**config.mk**
```make
export PLATFORM = sky130hd
export DESIGN_NAME = button_auto_repeat_panel_core
export DESIGN_NICKNAME = d
export VERILOG_FILES = /design/src/hw/rtl/barp_pkg.sv /design/src/hw/rtl/barp_step.sv /design/src/hw/rtl/button_auto_repeat_panel_core.sv
export SDC_FILE = /design/constraint.sdc
export NUM_CORES = 1
export LEC_CHECK = 0
export ABC_AREA = 1
export BUFFER_PORTS_ARGS = -buffer_cell sky130_fd_sc_hd__buf_2
export CAP_MARGIN = 40
export CORE_MARGIN = 4
export CORE_UTILIZATION = 60
export DETAILED_ROUTE_END_ITERATION = 6
export PLACE_DENSITY = 0.79
export SLEW_MARGIN = 20
export SYNTH_ARGS = -nofsm -noshare
export SYNTH_HDL_FRONTEND = slang
export SYNTH_SLANG_ARGS = --single-unit
export TNS_END_PERCENT = 100
```
**constraint.sdc**
```tcl
create_clock -name clk -period 7 [get_ports clk]
set_input_delay 0.7 -clock clk [delete_from_list [all_inputs] [get_ports clk]]
set_output_delay 0.7 -clock clk [all_outputs]
set_load 0.05 [all_outputs]
```
**src/hw/rtl/barp_pkg.sv**
```systemverilog
// ----------------------------------------------------------------------------
// barp_pkg
// Shared types, key codes and register indexes of the button panel core.
// ----------------------------------------------------------------------------
package barp_pkg;

	localparam int CFG_IDX_W  = 3;
	localparam int CFG_DATA_W = 16;
	localparam logic [5:0] REPEAT_MAX = 6'd63;

	typedef enum logic [1:0] {
		KEY_NONE = 2'd0,
		KEY_UP   = 2'd1,
		KEY_DOWN = 2'd2,
		KEY_MODE = 2'd3
	} key_code_t;

	typedef enum logic [CFG_IDX_W-1:0] {
		CFG_PRESS_THRESHOLD = 3'd0,
		CFG_GATE_MS         = 3'd1,
		CFG_HOLD_MS         = 3'd2,
		CFG_SLOW_REPEAT_MS  = 3'd3,
		CFG_FAST_REPEAT_MS  = 3'd4,
		CFG_FAST_AFTER      = 3'd5,
		CFG_SLOW_LIMIT      = 3'd6,
		CFG_UNUSED          = 3'd7
	} cfg_index_t;

	typedef struct packed {
		logic [9:0]  press_threshold;
		logic [15:0] gate_ms;
		logic [15:0] hold_ms;
		logic [15:0] slow_repeat_ms;
		logic [15:0] fast_repeat_ms;
		logic [5:0]  fast_after;
		logic [5:0]  slow_limit;
	} cfg_t;

	localparam cfg_t CFG_RESET = '{
		press_threshold: 10'd900,
		gate_ms:         16'd100,
		hold_ms:         16'd500,
		slow_repeat_ms:  16'd100,
		fast_repeat_ms:  16'd20,
		fast_after:      6'd15,
		slow_limit:      6'd30
	};

	typedef struct packed {
		logic [31:0] gate_time;
		logic [31:0] repeat_time;
		key_code_t   last_code;
		logic [5:0]  repeat_count;
		logic        mode_bit;
		logic [31:0] count_reg;
		logic        wake_bit;
	} state_t;

	typedef struct packed {
		logic [31:0] now_ms;
		logic [9:0]  up_level;
		logic [9:0]  down_level;
		logic        mode_pin;
		logic        take_wake;
	} sample_t;

	typedef struct packed {
		key_code_t   key_code;
		logic        acted;
		logic        mode_now;
		logic [31:0] count_value;
		logic        wake_seen;
	} result_t;

endpackage

```
**src/hw/rtl/barp_step.sv**
```systemverilog
// ----------------------------------------------------------------------------
// barp_step
// One evaluation step: classify a sample, run gate, press, repeat and release
// rules, and give the next panel state with the result beat.
// ----------------------------------------------------------------------------
module barp_step (
	input  barp_pkg::cfg_t    cfg,
	input  barp_pkg::state_t  st,
	input  barp_pkg::sample_t smp,
	output barp_pkg::state_t  st_next,
	output barp_pkg::result_t res
);
	import barp_pkg::*;

	key_code_t   code;
	logic [31:0] since_gate;
	logic [31:0] since_rep;
	logic        gate_ok;
	logic        hold_ok;
	logic        slow_ok;
	logic        fast_ok;
	logic        fire;
	state_t      s;

	always_comb begin
		if (smp.up_level >= cfg.press_threshold) begin
			code = KEY_UP;
		end else if (smp.down_level >= cfg.press_threshold) begin
			code = KEY_DOWN;
		end else if (smp.mode_pin) begin
			code = KEY_MODE;
		end else begin
			code = KEY_NONE;
		end
	end

	assign since_gate = smp.now_ms - st.gate_time;
	assign since_rep  = smp.now_ms - st.repeat_time;
	assign gate_ok    = since_gate >= {16'd0, cfg.gate_ms};
	assign hold_ok    = since_gate >= {16'd0, cfg.hold_ms};
	assign slow_ok    = (since_rep >= {16'd0, cfg.slow_repeat_ms})
		&& (st.repeat_count <= cfg.slow_limit);
	assign fast_ok    = (since_rep >= {16'd0, cfg.fast_repeat_ms})
		&& (st.repeat_count >= cfg.fast_after);

	always_comb begin
		s    = st;
		fire = 1'b0;
		if (gate_ok) begin
			if (code != st.last_code && code != KEY_NONE) begin
				fire        = 1'b1;
				s.gate_time = smp.now_ms;
			end else if (hold_ok && code == st.last_code && code != KEY_NONE) begin
				if (slow_ok) begin
					fire          = 1'b1;
					s.repeat_time = smp.now_ms;
					if (st.repeat_count != REPEAT_MAX) begin
						s.repeat_count = st.repeat_count + 6'd1;
					end
				end else if (fast_ok) begin
					fire          = 1'b1;
					s.repeat_time = smp.now_ms;
				end
			end else if (code != st.last_code && code == KEY_NONE) begin
				s.gate_time    = smp.now_ms;
				s.repeat_count = 6'd0;
			end
			s.last_code = code;
		end

		// key action: count in mode 1, toggle on mode key, else raise wake
		if (fire) begin
			if (code == KEY_DOWN && st.mode_bit) begin
				s.count_reg = st.count_reg - 32'd1;
			end else if (code == KEY_MODE) begin
				s.mode_bit = ~st.mode_bit;
			end else if (code == KEY_UP && st.mode_bit) begin
				s.count_reg = st.count_reg + 32'd1;
			end else begin
				s.wake_bit = 1'b1;
			end
		end

		res.key_code    = code;
		res.acted       = fire;
		res.mode_now    = s.mode_bit;
		res.count_value = s.count_reg;
		res.wake_seen   = smp.take_wake & s.wake_bit;

		if (smp.take_wake) begin
			s.wake_bit = 1'b0;
		end
		st_next = s;
	end

endmodule

```
**src/hw/rtl/button_auto_repeat_panel_core.sv**
```systemverilog
// ----------------------------------------------------------------------------
// button_auto_repeat_panel_core
// Key panel with gate-interval debounce and accelerating auto-repeat.
// ----------------------------------------------------------------------------
// Each sample beat (time stamp, two analog key levels, mode key, wake read)
// yields exactly one result beat. The core takes one sample per clock and
// keeps that rate as long as the result side takes beats; a sample waits in
// the input register until the result register is free or being emptied,
// then the step logic evaluates it against the panel state and writes both
// the state and the result register at the next edge, raising result valid.
// The state loop closes within that single step, which is what sets the
// one-per-cycle rate. Configuration registers (index 0 press_threshold
// through 6 slow_limit) are written through cfg_wen/cfg_index/cfg_wdata and
// must only change while no sample is in flight.
module button_auto_repeat_panel_core (
	input  logic                                 clk,
	input  logic                                 arst_n,
	input  logic                                 cfg_wen,
	input  logic [barp_pkg::CFG_IDX_W-1:0]       cfg_index,
	input  logic [barp_pkg::CFG_DATA_W-1:0]      cfg_wdata,
	input  logic                                 sample_valid,
	output logic                                 sample_ready,
	input  logic [31:0]                          now_ms,
	input  logic [9:0]                           up_level,
	input  logic [9:0]                           down_level,
	input  logic                                 mode_pin,
	input  logic                                 take_wake,
	output logic                                 result_valid,
	input  logic                                 result_ready,
	output logic [1:0]                           key_code,
	output logic                                 acted,
	output logic                                 mode_now,
	output logic signed [31:0]                   count_value,
	output logic                                 wake_seen
);
	import barp_pkg::*;

	cfg_t    cfg_q;
	state_t  st_q;
	state_t  st_next;
	sample_t smp_s1;
	logic    valid_s1;
	result_t res_comb;
	result_t res_q;
	logic    res_valid_q;
	logic    advance;

	// Move the staged sample into the result register when that slot is
	// free or being emptied this cycle.
	assign advance      = valid_s1 && (!res_valid_q || result_ready);
	assign sample_ready = !valid_s1 || advance;

	// configuration writes; unknown indexes drop silently
	always_ff @(posedge clk or negedge arst_n) begin
		if (!arst_n) begin
			cfg_q <= CFG_RESET;
		end else if (cfg_wen) begin
			case (cfg_index_t'(cfg_index))
				CFG_PRESS_THRESHOLD: cfg_q.press_threshold <= cfg_wdata[9:0];
				CFG_GATE_MS:         cfg_q.gate_ms         <= cfg_wdata;
				CFG_HOLD_MS:         cfg_q.hold_ms         <= cfg_wdata;
				CFG_SLOW_REPEAT_MS:  cfg_q.slow_repeat_ms  <= cfg_wdata;
				CFG_FAST_REPEAT_MS:  cfg_q.fast_repeat_ms  <= cfg_wdata;
				CFG_FAST_AFTER:      cfg_q.fast_after      <= cfg_wdata[5:0];
				CFG_SLOW_LIMIT:      cfg_q.slow_limit      <= cfg_wdata[5:0];
				default: ;
			endcase
		end
	end

	// input register: hold the sample until the step stage takes it
	always_ff @(posedge clk or negedge arst_n) begin
		if (!arst_n) begin
			valid_s1 <= 1'b0;
		end else if (sample_ready) begin
			valid_s1 <= sample_valid;
		end
	end

	always_ff @(posedge clk) begin
		if (sample_ready && sample_valid) begin
			smp_s1 <= '{now_ms: now_ms, up_level: up_level, down_level: down_level,
				mode_pin: mode_pin, take_wake: take_wake};
		end
	end

	barp_step u_step (
		.cfg     (cfg_q),
		.st      (st_q),
		.smp     (smp_s1),
		.st_next (st_next),
		.res     (res_comb)
	);

	// panel state advances only with a sample that moves to the result side
	always_ff @(posedge clk or negedge arst_n) begin
		if (!arst_n) begin
			st_q <= '{gate_time: 32'd0, repeat_time: 32'd0, last_code: KEY_NONE,
				repeat_count: 6'd0, mode_bit: 1'b0, count_reg: 32'd0, wake_bit: 1'b0};
		end else if (advance) begin
			st_q <= st_next;
		end
	end

	// result register
	always_ff @(posedge clk or negedge arst_n) begin
		if (!arst_n) begin
			res_valid_q <= 1'b0;
		end else if (advance) begin
			res_valid_q <= 1'b1;
		end else if (result_ready) begin
			res_valid_q <= 1'b0;
		end
	end

	always_ff @(posedge clk) begin
		if (advance) begin
			res_q <= res_comb;
		end
	end

	assign result_valid = res_valid_q;
	assign key_code     = res_q.key_code;
	assign acted        = res_q.acted;
	assign mode_now     = res_q.mode_now;
	assign count_value  = $signed(res_q.count_value);
	assign wake_seen    = res_q.wake_seen;

	// Checks on the step pipeline.
	a_ready_when_free: assert property (@(posedge clk) disable iff (!arst_n)
		!res_valid_q |-> sample_ready)
		else $error("sample side stalled with an empty result slot");

	a_state_holds: assert property (@(posedge clk) disable iff (!arst_n)
		!advance |=> st_q == $past(st_q))
		else $error("panel state changed without a step");

	a_count_needs_action: assert property (@(posedge clk) disable iff (!arst_n)
		advance && !res_comb.acted |=> st_q.count_reg == $past(st_q.count_reg))
		else $error("count changed without a key action");

	a_mode_toggle: assert property (@(posedge clk) disable iff (!arst_n)
		advance && res_comb.acted && res_comb.key_code == KEY_MODE
		|=> st_q.mode_bit != $past(st_q.mode_bit))
		else $error("mode action did not toggle the mode");

	a_wake_cleared: assert property (@(posedge clk) disable iff (!arst_n)
		advance && smp_s1.take_wake |=> !st_q.wake_bit)
		else $error("wake flag not cleared by a read");

endmodule

```
==> impl_results.md <==
- CP Max Fanout: 35
- Clock sinks: 285
- Post-route antenna net violation count: 0
- Die area: 37000 um2
- Crit-path slowest cell: xor2_1
- Inserted Clock Buffers: 34
- Clk_skew: 0.0145 ns
- Met1 Usage GRT: 38.6%
- Switching share of power: 48.6%
- CTS Buffer Depth: 3
- Max Cap Viol: 0
- Clock share of power: 17.3%
- Crit path kind: flop to flop
- Failing checks: DRC
- Initial core utilization: 60.9%
- Vias in the first global route: 18200
- Busiest grt layer: met2
- Seq cells post-synth: 285
- H-tree level count: 2
- First-pass GRT wire length: 90500 um
- Post-route cell area: 22400 um2
- Final setup TNS: 0 ns
- Worst path required time: approximately 7.3 ns
- Predominant post-synthesis flop cell: dfrtp_1
- Static Leak: between 10 and 15 nW
- DP HPWL: 42800 um
- Top-Level Pins: 117
- YS warnings: 0
- WL final: roughly 55000 um
- FP Rows: 67
- Combinational group share of total power: a little under three fifths
- Element type at the critical path end: flop
- Fin. max-slew vios: 0
- Antenna violations before repair: 0
- Final #Nets: 3214
- Total track usage: 30.3%
- Fin crit period: 4.51 ns
- Max incr delay on CP: about 0.50 ns
- Status: complete, but fails checks
- Vias per cell: 5.39
- Root Buffer: clkbuf_16
- Layout cell share with drive strength beyond 1: 8.70%
- Netlist cell types: 51
- CP most frequent cell: nand2_1
- Pint: 5.07 mW
- Antenna diodes: 0
- Pwr dens: between 400 and 500 nW/um2
- Final hold violation count: 0
- Multi-input logic area: 10600 um2
- TritonCTS clock tree: built
- Endpoints failing setup: 0
- Placement Cell Area: around 21000 um2
- Relative slew margins: 45.8%
- WP data arrival: 4.81 ns
- # port buffers: 116
- Buffers inserted by post-CTS timing repair: 0
- Post-CTS Resized: 0
- Starting DRT DRC Count: 1184
- Clk pin slew, worst setup/hold paths: 0.06 ns
- Worst-skew pair later-pin latency: 0.54 ns
- EDFF count, synth: around 90
- Wire length per cell: roughly 16 um
- Grt ovf: 0
- Register share of total power: between 20% and 30%
- DRC Markers: 2
- VDD IR max: 0.273 mV
- Register area: about 7600 um2
- RSZ-0062 raised after global routing: false
- Synth Net Count: 3124
- Grt met3 use: 3.98%
- Gpl congestion: 1.02
- Die width: 192 um
- Area Overhead vs Synth: 9.92%
- Upper clock frequency limit: 0.222 GHz
- Hold-fix buffers at CTS: 0
- Setup crit start kind: flop
- Synthesized area: 20400 um2
- Filler instances: 2969
- HP Class: input port to asynchronous set/reset pin
- GR Util met2: 52.7%
- Fin crit share: between 60% and 70%
- Worst slew pin tran: a little over 0.8 ns
- Cells along the critical path: ha_1 > nand2_1 > nor2_2 > inv_2 > nor3_2 > nand2_1 > nand2_1 > xor2_1 > ha_1 > a21oi_1 > o31ai_1 > a21oi_1 > nand3_1 > nand2_1 > nand2_1 > nand2_2 > nand2_4 > nand2_4 > nand2_1 > and2_1
- Core box area: 33500 um2
- Largest net degree at the start of global routing: approximately 70
- Syn Inst Count: 2883
- Ys async rst share: 68.1%
- P_sw: approximately 4.8 mW
- Sequential area share after synthesis: 37.3%
- Number of detailed-routing iterations run before antenna repair: 7
- Syn avg cell area: 7.08 um2
- Vias: 18600
- Die Y: a little under 200 um
==> cells in the mapped netlist (all sizes together) (5+ instances only) <==
cell type / n / area (um2)
nand4: 34 / 213
o21bai: 9 / 78.8
a211oi: 5 / 37.5
ha: 161 / 2010
a21o: 6 / 45.0
clkbuf: 50 / 188
dfstp: 26 / 683
dfrtp: 168 / 4200
o21a: 9 / 67.6
inv: 486 / 1820
xor2: 77 / 674
nor3: 41 / 220
xnor2: 16 / 140
buf: 28 / 190
nand3: 124 / 648
edfxtp: 91 / 2730
nor2: 194 / 751
nand2: 1038 / 3970
a21oi: 76 / 380
o21ai: 205 / 1060
nor4: 9 / 56.3
==> final timing paths <==
kind	startpoint	to	slack, ns	cells after the start
worst max register to register	smp_s1[31]	count_value[1]	2.49	20
min in group clk	now_ms[9]	smp_s1[31]	0.33	1
worst min register to register	st_q[91]	st_q[91]	0.48	2
worst min-delay path	arst_n	cfg_q[77]	0.11	1
max in group asynchronous	arst_n	cfg_q[49]	5.71	3
worst max-delay path	smp_s1[31]	count_value[1]	2.49	20
==> layout make-up <==
type / instances / area share [%]
Multi-Input combinational cell: 2031 / 47.2
Sequential cell: 285 / 34.0
Inverter: 489 / 8.18
Clock buffer: 53 / 4.38
Timing Repair Buffer: 132 / 3.48
Tap cell: 448 / 2.50
Clock inverter: 9 / 0.351
==> cell usage in the layout, fill, tap and decap left out, types with 6 or more instances in the layout <==
| cell | synthesis | final |
|---|---|---|
| inv_2 | 5 | 7 |
| buf_4 | 1 | 9 |
| nand3_1 | 120 | 120 |
| dfrtp_1 | 168 | 168 |
| nor2_1 | 187 | 187 |
| o21bai_1 | 8 | 8 |
| xor2_1 | 77 | 77 |
| nor2_2 | 6 | 6 |
| nand2_1 | 1018 | 1018 |
| o21ai_0 | 173 | 173 |
| clkbuf_16 | 0 | 35 |
| xnor2_1 | 16 | 16 |
| o21ai_1 | 22 | 22 |
| a21oi_1 | 76 | 76 |
| a21o_1 | 6 | 6 |
| o21a_1 | 9 | 9 |
| nor3_1 | 38 | 38 |
| o21ai_2 | 10 | 10 |
| nand2_2 | 17 | 17 |
| inv_1 | 481 | 480 |
| buf_2 | 11 | 115 |
| dfstp_2 | 26 | 26 |
| ha_1 | 161 | 161 |
| nor4_1 | 9 | 9 |
| edfxtp_1 | 91 | 91 |
| nand4_1 | 34 | 34 |
| clkbuf_1 | 50 | 14 |
==> state kept, by name, summed over array words and instances (netlist names), 2 cells and up <==
name	flops
cfg_q	86
count_value	32
key_code	2
smp_s1	54
st_q	106
==> through the flow <==
| step | power [mW] | util, % | hold slack (ns) | std cells | setup slack (ns) |
|---|---|---|---|---|---|
| after floorplan | 6.72 | - | 0.404 | 2883 | 3.75 |
| after global placement | 7.89 | 63.4 | 0.467 | 3378 | 2.25 |
| after detailed placement | 8.10 | 63.8 | 0.473 | 3385 | 2.51 |
| after CTS | 9.87 | 66.9 | 0.103 | 3447 | 2.50 |
| after global routing | 10.8 | 66.9 | 0.134 | 3447 | 2.13 |
| final | 9.87 | 66.9 | 0.112 | 3447 | 2.49 |
==> cells by family after synthesis <==
kind of cell	after synthesis	share of synthesized area [%]
and+or+nand+nor	1454	29.2
buffers and inverters	567	10.8
AOI/OAI and AO/OA	321	8.61
DFF	285	37.3
adders and majority gates	163	10.1
xor gates and xnor gates	93	3.99
==> power groups by stage <==
| stage | registers [mW] | clock network (mW) | logic, mW |
|---|---|---|---|
| floorplan | 2.66 | 0 | 4.06 |
| global placement | 2.58 | 0 | 5.31 |
| detailed placement | 2.60 | 0 | 5.51 |
| CTS | 2.58 | 1.73 | 5.56 |
| global route | 2.64 | 1.81 | 6.35 |
| finish | 2.58 | 1.71 | 5.58 |
==> worst max-delay path: cells and delay by family (launching register included) <==
kind	cells	cell delay (ns)
xor+xnor	1	0.50
fa+ha+maj	2	0.80
buf+inv	1	0.06
simple gates	13	2.04
flops	1	0.48
compound gates	3	0.38
==> routing by layer <==
layer,vias up,wire (um)
li1,9211,-
met1,8642,23200
met2,563,26800
met3,148,3300
met4,0,2050
met5,-,0
Note: power is estimated with default switching activity, not from simulation.
